===== src/led_blinker_register_device_defines.svh =====
// Assertion macros shared by the blinker RTL.
`ifndef LED_BLINKER_REGISTER_DEVICE_DEFINES_SVH
`define LED_BLINKER_REGISTER_DEVICE_DEFINES_SVH

`ifndef NO_ASSERTIONS

// Concurrent check, disabled while reset is asserted
`define LBRD_ASSERT(lbl, clk, rst_n, prop, msg) \
  lbl: assert property (@(posedge clk) disable iff (!(rst_n)) (prop)) else $error(msg);

// Concurrent check that also runs during reset
`define LBRD_ASSERT_ALWAYS(lbl, clk, prop, msg) \
  lbl: assert property (@(posedge clk) (prop)) else $error(msg);

`else

`define LBRD_ASSERT(lbl, clk, rst_n, prop, msg)
`define LBRD_ASSERT_ALWAYS(lbl, clk, prop, msg)

`endif

`endif


===== src/lbrd_pkg.sv =====
`default_nettype none

package lbrd_pkg;

  // Default number of LED pins
  localparam int unsigned NumLedsDefault = 16;

  // Register reset values
  localparam logic [7:0] PscReset = 8'h00;
  localparam logic [7:0] PwmReset = 8'h80;
  localparam logic [7:0] LsReset  = 8'h55;

  // Request operation codes
  typedef enum logic [1:0] {
    OP_READ  = 2'd0,
    OP_WRITE = 2'd1,
    OP_TICK  = 2'd2
  } op_e;

  // LED selector codes
  typedef enum logic [1:0] {
    LS_ON     = 2'd0,
    LS_OFF    = 2'd1,
    LS_BLINK0 = 2'd2,
    LS_BLINK1 = 2'd3
  } ls_e;

  // Request payload
  typedef struct packed {
    logic [1:0]  operation;
    logic [3:0]  reg_index;
    logic [7:0]  write_data;
    logic [15:0] pin_levels;
  } req_t;

  // Response payload
  typedef struct packed {
    logic [7:0]  read_data;
    logic [15:0] led_drive;
    logic        access_error;
  } rsp_t;

endpackage

`default_nettype wire


===== src/lbrd_if.sv =====
`default_nettype none

// Request channel
interface lbrd_req_if;
  logic              valid;
  logic              ready;
  lbrd_pkg::req_t    data;

  modport source (output valid, output data, input ready);
  modport sink   (input valid, input data, output ready);
endinterface

// Response channel
interface lbrd_rsp_if;
  logic              valid;
  logic              ready;
  lbrd_pkg::rsp_t    data;

  modport source (output valid, output data, input ready);
  modport sink   (input valid, input data, output ready);
endinterface

`default_nettype wire


===== src/led_blinker_register_device.sv =====
`default_nettype none

// LED blinker register device: byte-wide register map with pin inputs, two
// prescaler/PWM blink generators and 2-bit LED selectors. Each request
// (read, write or tick) yields exactly one response, presented by the single
// response register in the cycle after it is accepted. A new request is
// taken every cycle as long as the response register is empty or is being
// drained in the same cycle, so the sustained rate is one request per cycle.
// led_drive reflects the register state after the request has taken effect.
`include "led_blinker_register_device_defines.svh"

module led_blinker_register_device #(
  parameter int unsigned LED_COUNT = lbrd_pkg::NumLedsDefault
) (
  input  wire logic        clk_i,
  input  wire logic        rst_ni,
  lbrd_req_if.sink         req_i,
  lbrd_rsp_if.source       rsp_o
);

  // Register map layout
  localparam int unsigned InRegs = (LED_COUNT + 7) / 8;
  localparam int unsigned LsRegs = (LED_COUNT + 3) / 4;
  localparam int unsigned RegPsc0 = InRegs;
  localparam int unsigned RegLs0 = InRegs + 4;
  localparam int unsigned RegEnd = RegLs0 + LsRegs;
  localparam logic [15:0] PinMask = 16'((32'd1 << LED_COUNT) - 32'd1);

  logic [7:0] psc_q   [2];
  logic [7:0] psc_d   [2];
  logic [7:0] pwm_q   [2];
  logic [7:0] pwm_d   [2];
  logic [7:0] cnt_q   [2];
  logic [7:0] cnt_d   [2];
  logic [7:0] phase_q [2];
  logic [7:0] phase_d [2];
  logic [7:0] ls_q    [4];
  logic [7:0] ls_d    [4];

  logic           rsp_valid_q;
  lbrd_pkg::rsp_t rsp_q;
  lbrd_pkg::rsp_t rsp_d;
  logic [7:0]     rd_d;
  logic [15:0]    drive_d;
  logic           err_d;

  logic        accept;
  logic [3:0]  idx;
  logic [15:0] pins;
  logic [1:0]  psc_off;
  logic [1:0]  ls_k;
  logic        is_write;
  logic        lit0;
  logic        lit1;

  // Handshake: response register drains or is empty
  assign req_i.ready = !rsp_valid_q || rsp_o.ready;
  assign accept      = req_i.valid && req_i.ready;

  assign idx      = req_i.data.reg_index;
  assign pins     = req_i.data.pin_levels & PinMask;
  assign psc_off  = 2'(idx - 4'(RegPsc0));
  assign ls_k     = 2'(idx - 4'(RegLs0));
  assign is_write = (req_i.data.operation == lbrd_pkg::OP_WRITE);

  // Register access and tick
  always_comb begin
    psc_d   = psc_q;
    pwm_d   = pwm_q;
    cnt_d   = cnt_q;
    phase_d = phase_q;
    ls_d    = ls_q;
    rd_d    = 8'h00;
    err_d   = 1'b0;
    if (accept) begin
      case (lbrd_pkg::op_e'(req_i.data.operation))
        lbrd_pkg::OP_READ, lbrd_pkg::OP_WRITE: begin
          if (idx >= 4'(RegEnd)) begin
            err_d = 1'b1;
          end else if (idx < 4'(InRegs)) begin
            // input registers are read only
            if (is_write) begin
              err_d = 1'b1;
            end else begin
              rd_d = idx[0] ? pins[15:8] : pins[7:0];
            end
          end else if (idx < 4'(RegLs0)) begin
            if (is_write) begin
              if (psc_off[0]) pwm_d[psc_off[1]] = req_i.data.write_data;
              else psc_d[psc_off[1]] = req_i.data.write_data;
            end else begin
              rd_d = psc_off[0] ? pwm_q[psc_off[1]] : psc_q[psc_off[1]];
            end
          end else begin
            if (is_write) ls_d[ls_k] = req_i.data.write_data;
            else rd_d = ls_q[ls_k];
          end
        end
        lbrd_pkg::OP_TICK: begin
          for (int g = 0; g < 2; g++) begin
            if (cnt_q[g] >= psc_q[g]) begin
              cnt_d[g]   = 8'h00;
              phase_d[g] = phase_q[g] + 8'd1;
            end else begin
              cnt_d[g] = cnt_q[g] + 8'd1;
            end
          end
        end
        default: ;
      endcase
    end
  end

  // Blink outputs from the updated state
  assign lit0 = (phase_d[0] >= pwm_d[0]);
  assign lit1 = (phase_d[1] >= pwm_d[1]);

  // Drive pattern, one selector field per LED
  always_comb begin
    logic [1:0] code;
    code = 2'd0;
    drive_d = 16'h0000;
    for (int i = 0; i < LED_COUNT; i++) begin
      code = ls_d[i / 4][(i % 4) * 2 +: 2];
      case (lbrd_pkg::ls_e'(code))
        lbrd_pkg::LS_ON:     drive_d[i] = 1'b1;
        lbrd_pkg::LS_OFF:    drive_d[i] = 1'b0;
        lbrd_pkg::LS_BLINK0: drive_d[i] = lit0;
        lbrd_pkg::LS_BLINK1: drive_d[i] = lit1;
        default:             drive_d[i] = 1'b0;
      endcase
    end
  end

  // Response assembled in field order
  assign rsp_d = {rd_d, drive_d, err_d};

  // Device registers
  always_ff @(posedge clk_i or negedge rst_ni) begin
    if (!rst_ni) begin
      for (int g = 0; g < 2; g++) begin
        psc_q[g]   <= lbrd_pkg::PscReset;
        pwm_q[g]   <= lbrd_pkg::PwmReset;
        cnt_q[g]   <= 8'h00;
        phase_q[g] <= 8'h00;
      end
      for (int k = 0; k < 4; k++) begin
        ls_q[k] <= lbrd_pkg::LsReset;
      end
    end else begin
      psc_q   <= psc_d;
      pwm_q   <= pwm_d;
      cnt_q   <= cnt_d;
      phase_q <= phase_d;
      ls_q    <= ls_d;
    end
  end

  // Response valid
  always_ff @(posedge clk_i or negedge rst_ni) begin
    if (!rst_ni) begin
      rsp_valid_q <= 1'b0;
    end else if (req_i.ready) begin
      rsp_valid_q <= req_i.valid;
    end
  end

  // Response payload
  always_ff @(posedge clk_i) begin
    if (accept) begin
      rsp_q <= rsp_d;
    end
  end

  assign rsp_o.valid = rsp_valid_q;
  assign rsp_o.data  = rsp_q;

  // Checks
  `LBRD_ASSERT(a_tick_clean, clk_i, rst_ni,
    accept && req_i.data.operation == lbrd_pkg::OP_TICK |=>
      rsp_valid_q && !rsp_q.access_error && rsp_q.read_data == 8'h00,
    "tick request gave an error or read data")
  `LBRD_ASSERT(a_input_write_err, clk_i, rst_ni,
    accept && is_write && idx < 4'(InRegs) |=> rsp_valid_q && rsp_q.access_error,
    "write to an input register not flagged")
  `LBRD_ASSERT(a_map_write_ok, clk_i, rst_ni,
    accept && is_write && idx >= 4'(InRegs) && idx < 4'(RegEnd) |=> !rsp_q.access_error,
    "valid register write flagged as error")
  `LBRD_ASSERT(a_phase_step, clk_i, rst_ni,
    accept && req_i.data.operation == lbrd_pkg::OP_TICK && cnt_q[0] >= psc_q[0] |=>
      phase_q[0] == $past(phase_q[0]) + 8'd1 && cnt_q[0] == 8'h00,
    "blink phase 0 did not advance at prescaler wrap")

endmodule

`default_nettype wire


===== src/flat_wrapper.sv =====
// flat-port wrapper written by rule: the top's interface ports become plain ports
module led_blinker_register_device_flat 
#(
  parameter int unsigned LED_COUNT = lbrd_pkg::NumLedsDefault
)
  (clk_i, rst_ni, req_i_valid, req_i_data, req_i_ready, rsp_o_valid, rsp_o_data, rsp_o_ready);
  lbrd_req_if req_i_i ();
  lbrd_rsp_if rsp_o_i ();
  input  wire logic clk_i;
  input  wire logic rst_ni;
  input wire logic [$bits(req_i_i.valid)-1:0] req_i_valid;
  input wire logic [$bits(req_i_i.data)-1:0] req_i_data;
  output wire logic [$bits(req_i_i.ready)-1:0] req_i_ready;
  output wire logic [$bits(rsp_o_i.valid)-1:0] rsp_o_valid;
  output wire logic [$bits(rsp_o_i.data)-1:0] rsp_o_data;
  input wire logic [$bits(rsp_o_i.ready)-1:0] rsp_o_ready;
  assign req_i_i.valid = req_i_valid;
  assign req_i_i.data = req_i_data;
  assign req_i_ready = req_i_i.ready;
  assign rsp_o_valid = rsp_o_i.valid;
  assign rsp_o_data = rsp_o_i.data;
  assign rsp_o_i.ready = rsp_o_ready;
  led_blinker_register_device #(.LED_COUNT(LED_COUNT)) u_core (.clk_i(clk_i), .rst_ni(rst_ni), .req_i(req_i_i), .rsp_o(rsp_o_i));
endmodule

===== config.mk =====
export PLATFORM = sky130hd
export DESIGN_NAME = led_blinker_register_device_flat
export DESIGN_NICKNAME = d
export VERILOG_FILES = /design/src/lbrd_pkg.sv /design/src/lbrd_if.sv /design/src/led_blinker_register_device.sv /design/src/flat_wrapper.sv
export VERILOG_INCLUDE_DIRS = /design/src /design/src/src
export SDC_FILE = /design/constraint.sdc
export NUM_CORES = 1
export LEC_CHECK = 0
export ABC_AREA = 1
export BUFFER_PORTS_ARGS = -buffer_cell sky130_fd_sc_hd__buf_2
export CAP_MARGIN = 25
export CORE_AREA = 2 2 129 131
export CTS_CLUSTER_DIAMETER = 200
export DETAILED_ROUTE_END_ITERATION = 8
export DIE_AREA = 0 0 131 133
export MAX_ROUTING_LAYER = met4
export SLEW_MARGIN = 20
export SYNTH_ARGS = -nofsm -noshare
export SYNTH_HDL_FRONTEND = slang
export SYNTH_SLANG_ARGS = --single-unit

===== constraint.sdc =====
create_clock -name clk_i -period 3.5 [get_ports clk_i]
set_clock_uncertainty 0.1 [all_clocks]
set_input_delay 0 -clock clk_i [delete_from_list [all_inputs] [get_ports clk_i]]
set_output_delay 0 -clock clk_i [all_outputs]
set_load 0.05 [all_outputs]

After elaboration in Yosys (flattened, before gate mapping)
Index checks and enable logic that the tools add are counted.
Cells by class
  equal/unequal tests: 50
  reductions and logical operators: 26
  shifts and indexed selects: 0
  multiply operators: 0
  div/mod/pow operators: 0
  muxes and demuxes: 61
  order comparisons: 11
  bitwise gates (word level): 6
  add/subtract/negate cells: 6
Operator list (count)
  $mux 32: 6
  $mux 8: 21
  $mux 16: 9
  $eq 2x2->1 const B: 33
  $pmux 1 s4: 16
  $eq 2x1->1 const B: 17
  $logic_not 2->1: 17
  $add 8x1->8 const B: 4
  $bwmux 16: 2
  $bwmux 32: 1
  $ge 8x8->1: 4
  $bmux 8 s2: 1
  $demux 8 s2: 1
  $demux 8 s1: 1
  $reduce_and 7->1: 1
  $ge 4x4->1 const B: 1
  $lt 4x2->1 const B: 1
  $lt 4x3->1 const B: 1
  $not 1->1: 4
  $reduce_or 2->1: 2
  $sub 2x2->2 const B: 2
  $ge 3x3->1 const B: 1
  $logic_and 1x1->1: 3
  $lt 3x1->1 const B: 1
  other kinds (8): 10
Word-level totals
  bits of input ports: 34
  bits in writable memories: 0
  register bits: 122
  memory bits (read-only): 0
  output and inout bits: 27
  memories kept: 0
  latch bits: 0
  logic and storage cells: 176

Depth between registers and ports, before layout
  word-level depth: 16
  gate-level depth with buffers: 25
  gate-level depth less buffers: 24

Least setup slack after synthesis
No wires, ideal clock.
  path type: register -> register
  start point: register u_core.rsp_valid_q (netlist: u_core.rsp_o.valid)
  end point: register u_core.rsp_q (netlist bit u_core.rsp_o.data[6]) (data pin)
  library setup time: 0.253 ns
  arrival time: 3.105 ns
  data required time: 3.147 ns
  buffers on the path: 3
  slack: 0.042 ns
  stages on the path, launching flop included: 20
  period minus slack after synthesis: 3.458 ns
  path through: dfrtp_1 > nand2_2 > nand2_1 > nor2_1 > buf_2 > buf_2 > nand4_1 > nand2_1 > inv_1 > ha_1 > nand2_1 > o21bai_1 > nand2_1 > nand2_1 > nand2_1 > nor2_1 > clkbuf_1 > nand2_1 > nand2_1 > nand2_1
RTL lines
  start, declared: RTL line led_blinker_register_device.sv:40  | logic rsp_valid_q;
  start signal, assigned: RTL line led_blinker_register_device.sv:164  | rsp_valid_q <= req_i.valid;
  end signal, assigned: RTL line led_blinker_register_device.sv:171  | rsp_q <= rsp_d;
  end, declared: RTL line led_blinker_register_device.sv:41  | lbrd_pkg::rsp_t rsp_q;

==> impl_metrics.py <==
metrics = {
    "power_and_ir_drop": {
        "p_clk_share_pct": 32.5,
        "p_comb_share_pct": 28.6,
        "power_density_nw_per_um2": 577,
        "internal_power_mw": 3.17,
        "leakagePower_nw": 4.14,
        "p_seq_share_pct": 38.9,
        "p_sw_mw": 1.71,
        "max-vdd-ir-drop_uv": 369,
        "swShare_pct": 35.1,
    },
    "yosys": {
        "ys.flop_type": "dfrtp_1",
        "ys_ff_latch": 122,
        "synth_nets": 961,
        "synthTopCellsByCount": "nand2_1 (300), inv_1 (105), dfrtp_1 (79), nand3_1 (79), nor2_1 (44)",
        "yosys.area.top_type": "dfrtp_1",
        "synth_top_area_share_pct": 28.0,
        "async_flop_share_pct": 79.5,
        "synth.cell_area_sq_um": 7050,
        "ys_types": 36,
        "synth_area_leaders": "dfrtp_1 (28%), nand2_1 (16%), edfxtp_1 (11%)",
        "yosysSeqAreaShare_pct": 45.4,
        "ys.warnings.count": 0,
        "syn_area_per_cell_sq_um": 7.92,
        "synth_edf_count": 25,
        "postSynthCellCount": 891,
        "synth.most_common_cell": "nand2_1",
    },
    "critical_path": {
        "cp.required_ns": 3.58,
        "arrival_ns": 3.30,
        "cp-end-kind": "register",
        "cp-start-kind": "register",
        "worstSetupPathType": "register to register",
        "crit_fanout": 29,
    },
    "sta": {
        "min_period_over_period_pct": 92.1,
        "slew_violations": 0,
        "final-hold-violation-count": 0,
        "worst_slack_ns": 0.275,
        "fmax_mhz": 310,
        "fin_tns_setup_ns": 0,
        "rsz0062_at_grt": "false",
        "max_slew_margin_pct": 37.4,
        "worst_slew_pin_slew_ns": 0.940,
        "finalSetupViolCount": 0,
        "fin_crit_ns": 3.22,
    },
    "detailed_routing": {
        "totalWireLength_um": 19600,
        "drt_iter0_markers": 664,
        "avgRoutedWirePerCell_um": 16.0,
        "drc_errors": 0,
        "vias": 6202,
        "first_pass_iters": 5,
        "viasPerCell": 5.07,
        "postRouteAntennaNets": 0,
    },
    "finish": {
        "fin_area_sq_um": 8450,
        "fin_nets": 1060,
        "drive_gt1_share_pct": 17.9,
        "num_antenna_cells": 0,
        "areaGrowthSynthToFinish_pct": 19.8,
        "final_cells": 1223,
    },
    "floorplan": {
        "std_cell_rows": 47,
        "io_pins": 61,
        "dieArea_sq_um": 17400,
        "design.core.area_sq_um": 16200,
        "initial_utilization_pct": 43.6,
        "dieWidth_um": 131,
        "die_h_um": 133,
    },
    "global_routing": {
        "overflow": 0,
        "grtUsageTotal_pct": 24.4,
        "grt_pass1_vias": 5669,
        "grt_pass1_wl_um": 30900,
        "antenna_found_initial": 0,
        "grt_max_degree": 68,
    },
    "clocking": {
        "h-tree-depth": 4,
        "cts.path.max_buffers": 2,
        "clk_pin_slew_worst_paths_ns": 0.06,
        "clock_sinks": 122,
        "clock-root-buffer": "clkbuf_16",
        "numCtsBuffers": 17,
        "cts_tree": "yes",
        "clkLatencyLatePin_ns": 0.43,
    },
    "placed_design": {
        "placed_area_sq_um": 7620,
        "hpwl_um": 13800,
        "io_buffer_count": 60,
        "post-place-ws_ns": 0.336,
        "gp_congestion": 0.902,
        "dp.cells": 1161,
    },
    "job": {
        "maxCapViolCount": 0,
    },
    "worst_hold_path": {
        "hold_class": "input port to register",
    },
    "run_status": {
        "status": "complete, no violations",
    },
}
-- cell families (layout without fill, tap and decap cells) --
| family | count (synthesis) | in the layout | share of synthesized area, % |
|---|---|---|---|
| xor gates and xnor gates | 10 | 10 | 1.24 |
| and+or+nand+nor | 479 | 479 | 29.5 |
| buffers and inverters | 146 | 258 | 8.46 |
| DFF | 122 | 122 | 45.4 |
| AOI/OAI and AO/OA | 98 | 98 | 9.05 |
| adders and majority gates | 36 | 36 | 6.39 |
-- registers in the layout, summed over array words and instances (netlist names) --
register / cells
u_core.rsp_o.data: 25
u_core.psc_q: 16
u_core.ls_q: 32
u_core.pwm_q: 16
u_core.phase_q: 16
u_core.cnt_q: 16
u_core.rsp_o.valid: 1
-- area by class of cell --
| cell class | instances | area (sq um) |
|---|---|---|
| clock buffer | 22 | 444 |
| clock inverter | 10 | 77.6 |
| fill | 1562 | 7720 |
| inverter | 123 | 462 |
| multi-input combinational | 623 | 3260 |
| sequential | 122 | 3200 |
| tap | 220 | 275 |
| timing repair buffer | 103 | 726 |
-- cells in the final DEF (no fill, tap or decap), types with 2 or more instances in the layout --
master         instances
clkinv_1               3
buf_2                 59
a21oi_1               33
o21bai_1               2
nor2_2                 4
clkinvlp_4             2
inv_2                 17
nand3_1               79
o21ai_2               25
dfrtp_1               79
a22oi_1               14
xnor2_1                3
o21a_1                 3
clkinv_2               5
nand3_2                2
nand2_4                3
nand2_2                8
nor2_1                44
ha_1                  36
o21ai_0               13
a31oi_1                2
nor2_4                 2
nor3_1                10
dlygate4sd3_1         30
clkbuf_1               5
clkbuf_16             17
xor2_1                 7
edfxtp_1              25
nand4_1               25
buf_4                 12
inv_1                105
nand2_1              299
dfstp_2               18
o21ai_1                3
buf_12                 2
-- power by group through the flow --
stage | clock network, mW | logic, mW | registers (mW)
final | 1.59 | 1.39 | 1.90
after global routing | 1.67 | 1.61 | 1.93
after CTS | 1.62 | 1.39 | 1.89
after detailed placement | 0 | 1.36 | 1.92
after global placement | 0 | 1.35 | 1.91
after floorplan | 0 | 0.894 | 1.94
-- stage by stage --
stage               hold WS, ns  power (mW)  util (%)
floorplan                -0.396        2.84         -
global placement         0.0893        3.26      47.1
detailed placement       0.0941        3.28      47.1
CTS                      0.0506        4.91      52.2
global route             0.0525        5.21      52.2
finish                   0.0391        4.88      52.2
-- timing repair --
action	in CTS	in global routing
resized for setup	0	1
buffers inserted	0	0
endpoints found under the hold margin	123	0
endpoints found under the setup margin	0	9
hold buffers	30	0
-- critical path, stage by stage, from the launching register on --
cell and delay (ns):
dfrtp_1 0.42, nand2_2 0.13, nand2_1 0.15, nor2_1 0.24, buf_12 0.22, nand3_1 0.08, nor2_1 0.17, nand2_1 0.09
xnor2_1 0.23, ha_1 0.29, a21oi_1 0.13, nor2_1 0.05, nor3_1 0.15, nand3_1 0.11, buf_4 0.22, nand3_1 0.11
nand2_1 0.05
-- worst paths after layout --
check                                                endpoint  slack (ns)                            from  cells after the start
setup / recovery           u_core.rsp_o.data[9]$_SDFFCE_PN1P_        0.28  u_core.rsp_o.valid$_DFFE_PN0N_                     16
hold / removal             u_core.rsp_o.data[0]$_SDFFCE_PP0P_        0.04                  req_i_data[26]                      3
setup reg to reg           u_core.rsp_o.data[9]$_SDFFCE_PN1P_        0.28  u_core.rsp_o.valid$_DFFE_PN0N_                     16
hold reg to reg                     u_core.ls_q[30]$_DFF_PN1_        0.40       u_core.ls_q[30]$_DFF_PN1_                      2
max in group asynchronous            u_core.ls_q[4]$_DFF_PN1_        2.25                          rst_ni                      3
min in group asynchronous         u_core.cnt_q[5]$_DFFE_PN0P_        0.14                          rst_ni                      2
-- layer usage --
layer  up-vias  track usage (%)  share of wire (%)
li1       3096                -                  -
met3        21             5.62                6.5
met1      2897             35.2                 49
met4         0             6.50                1.3
met2       188             34.6                 44
met5         -                -                  0
No activity file was read; power rests on OpenSTA's default activity.
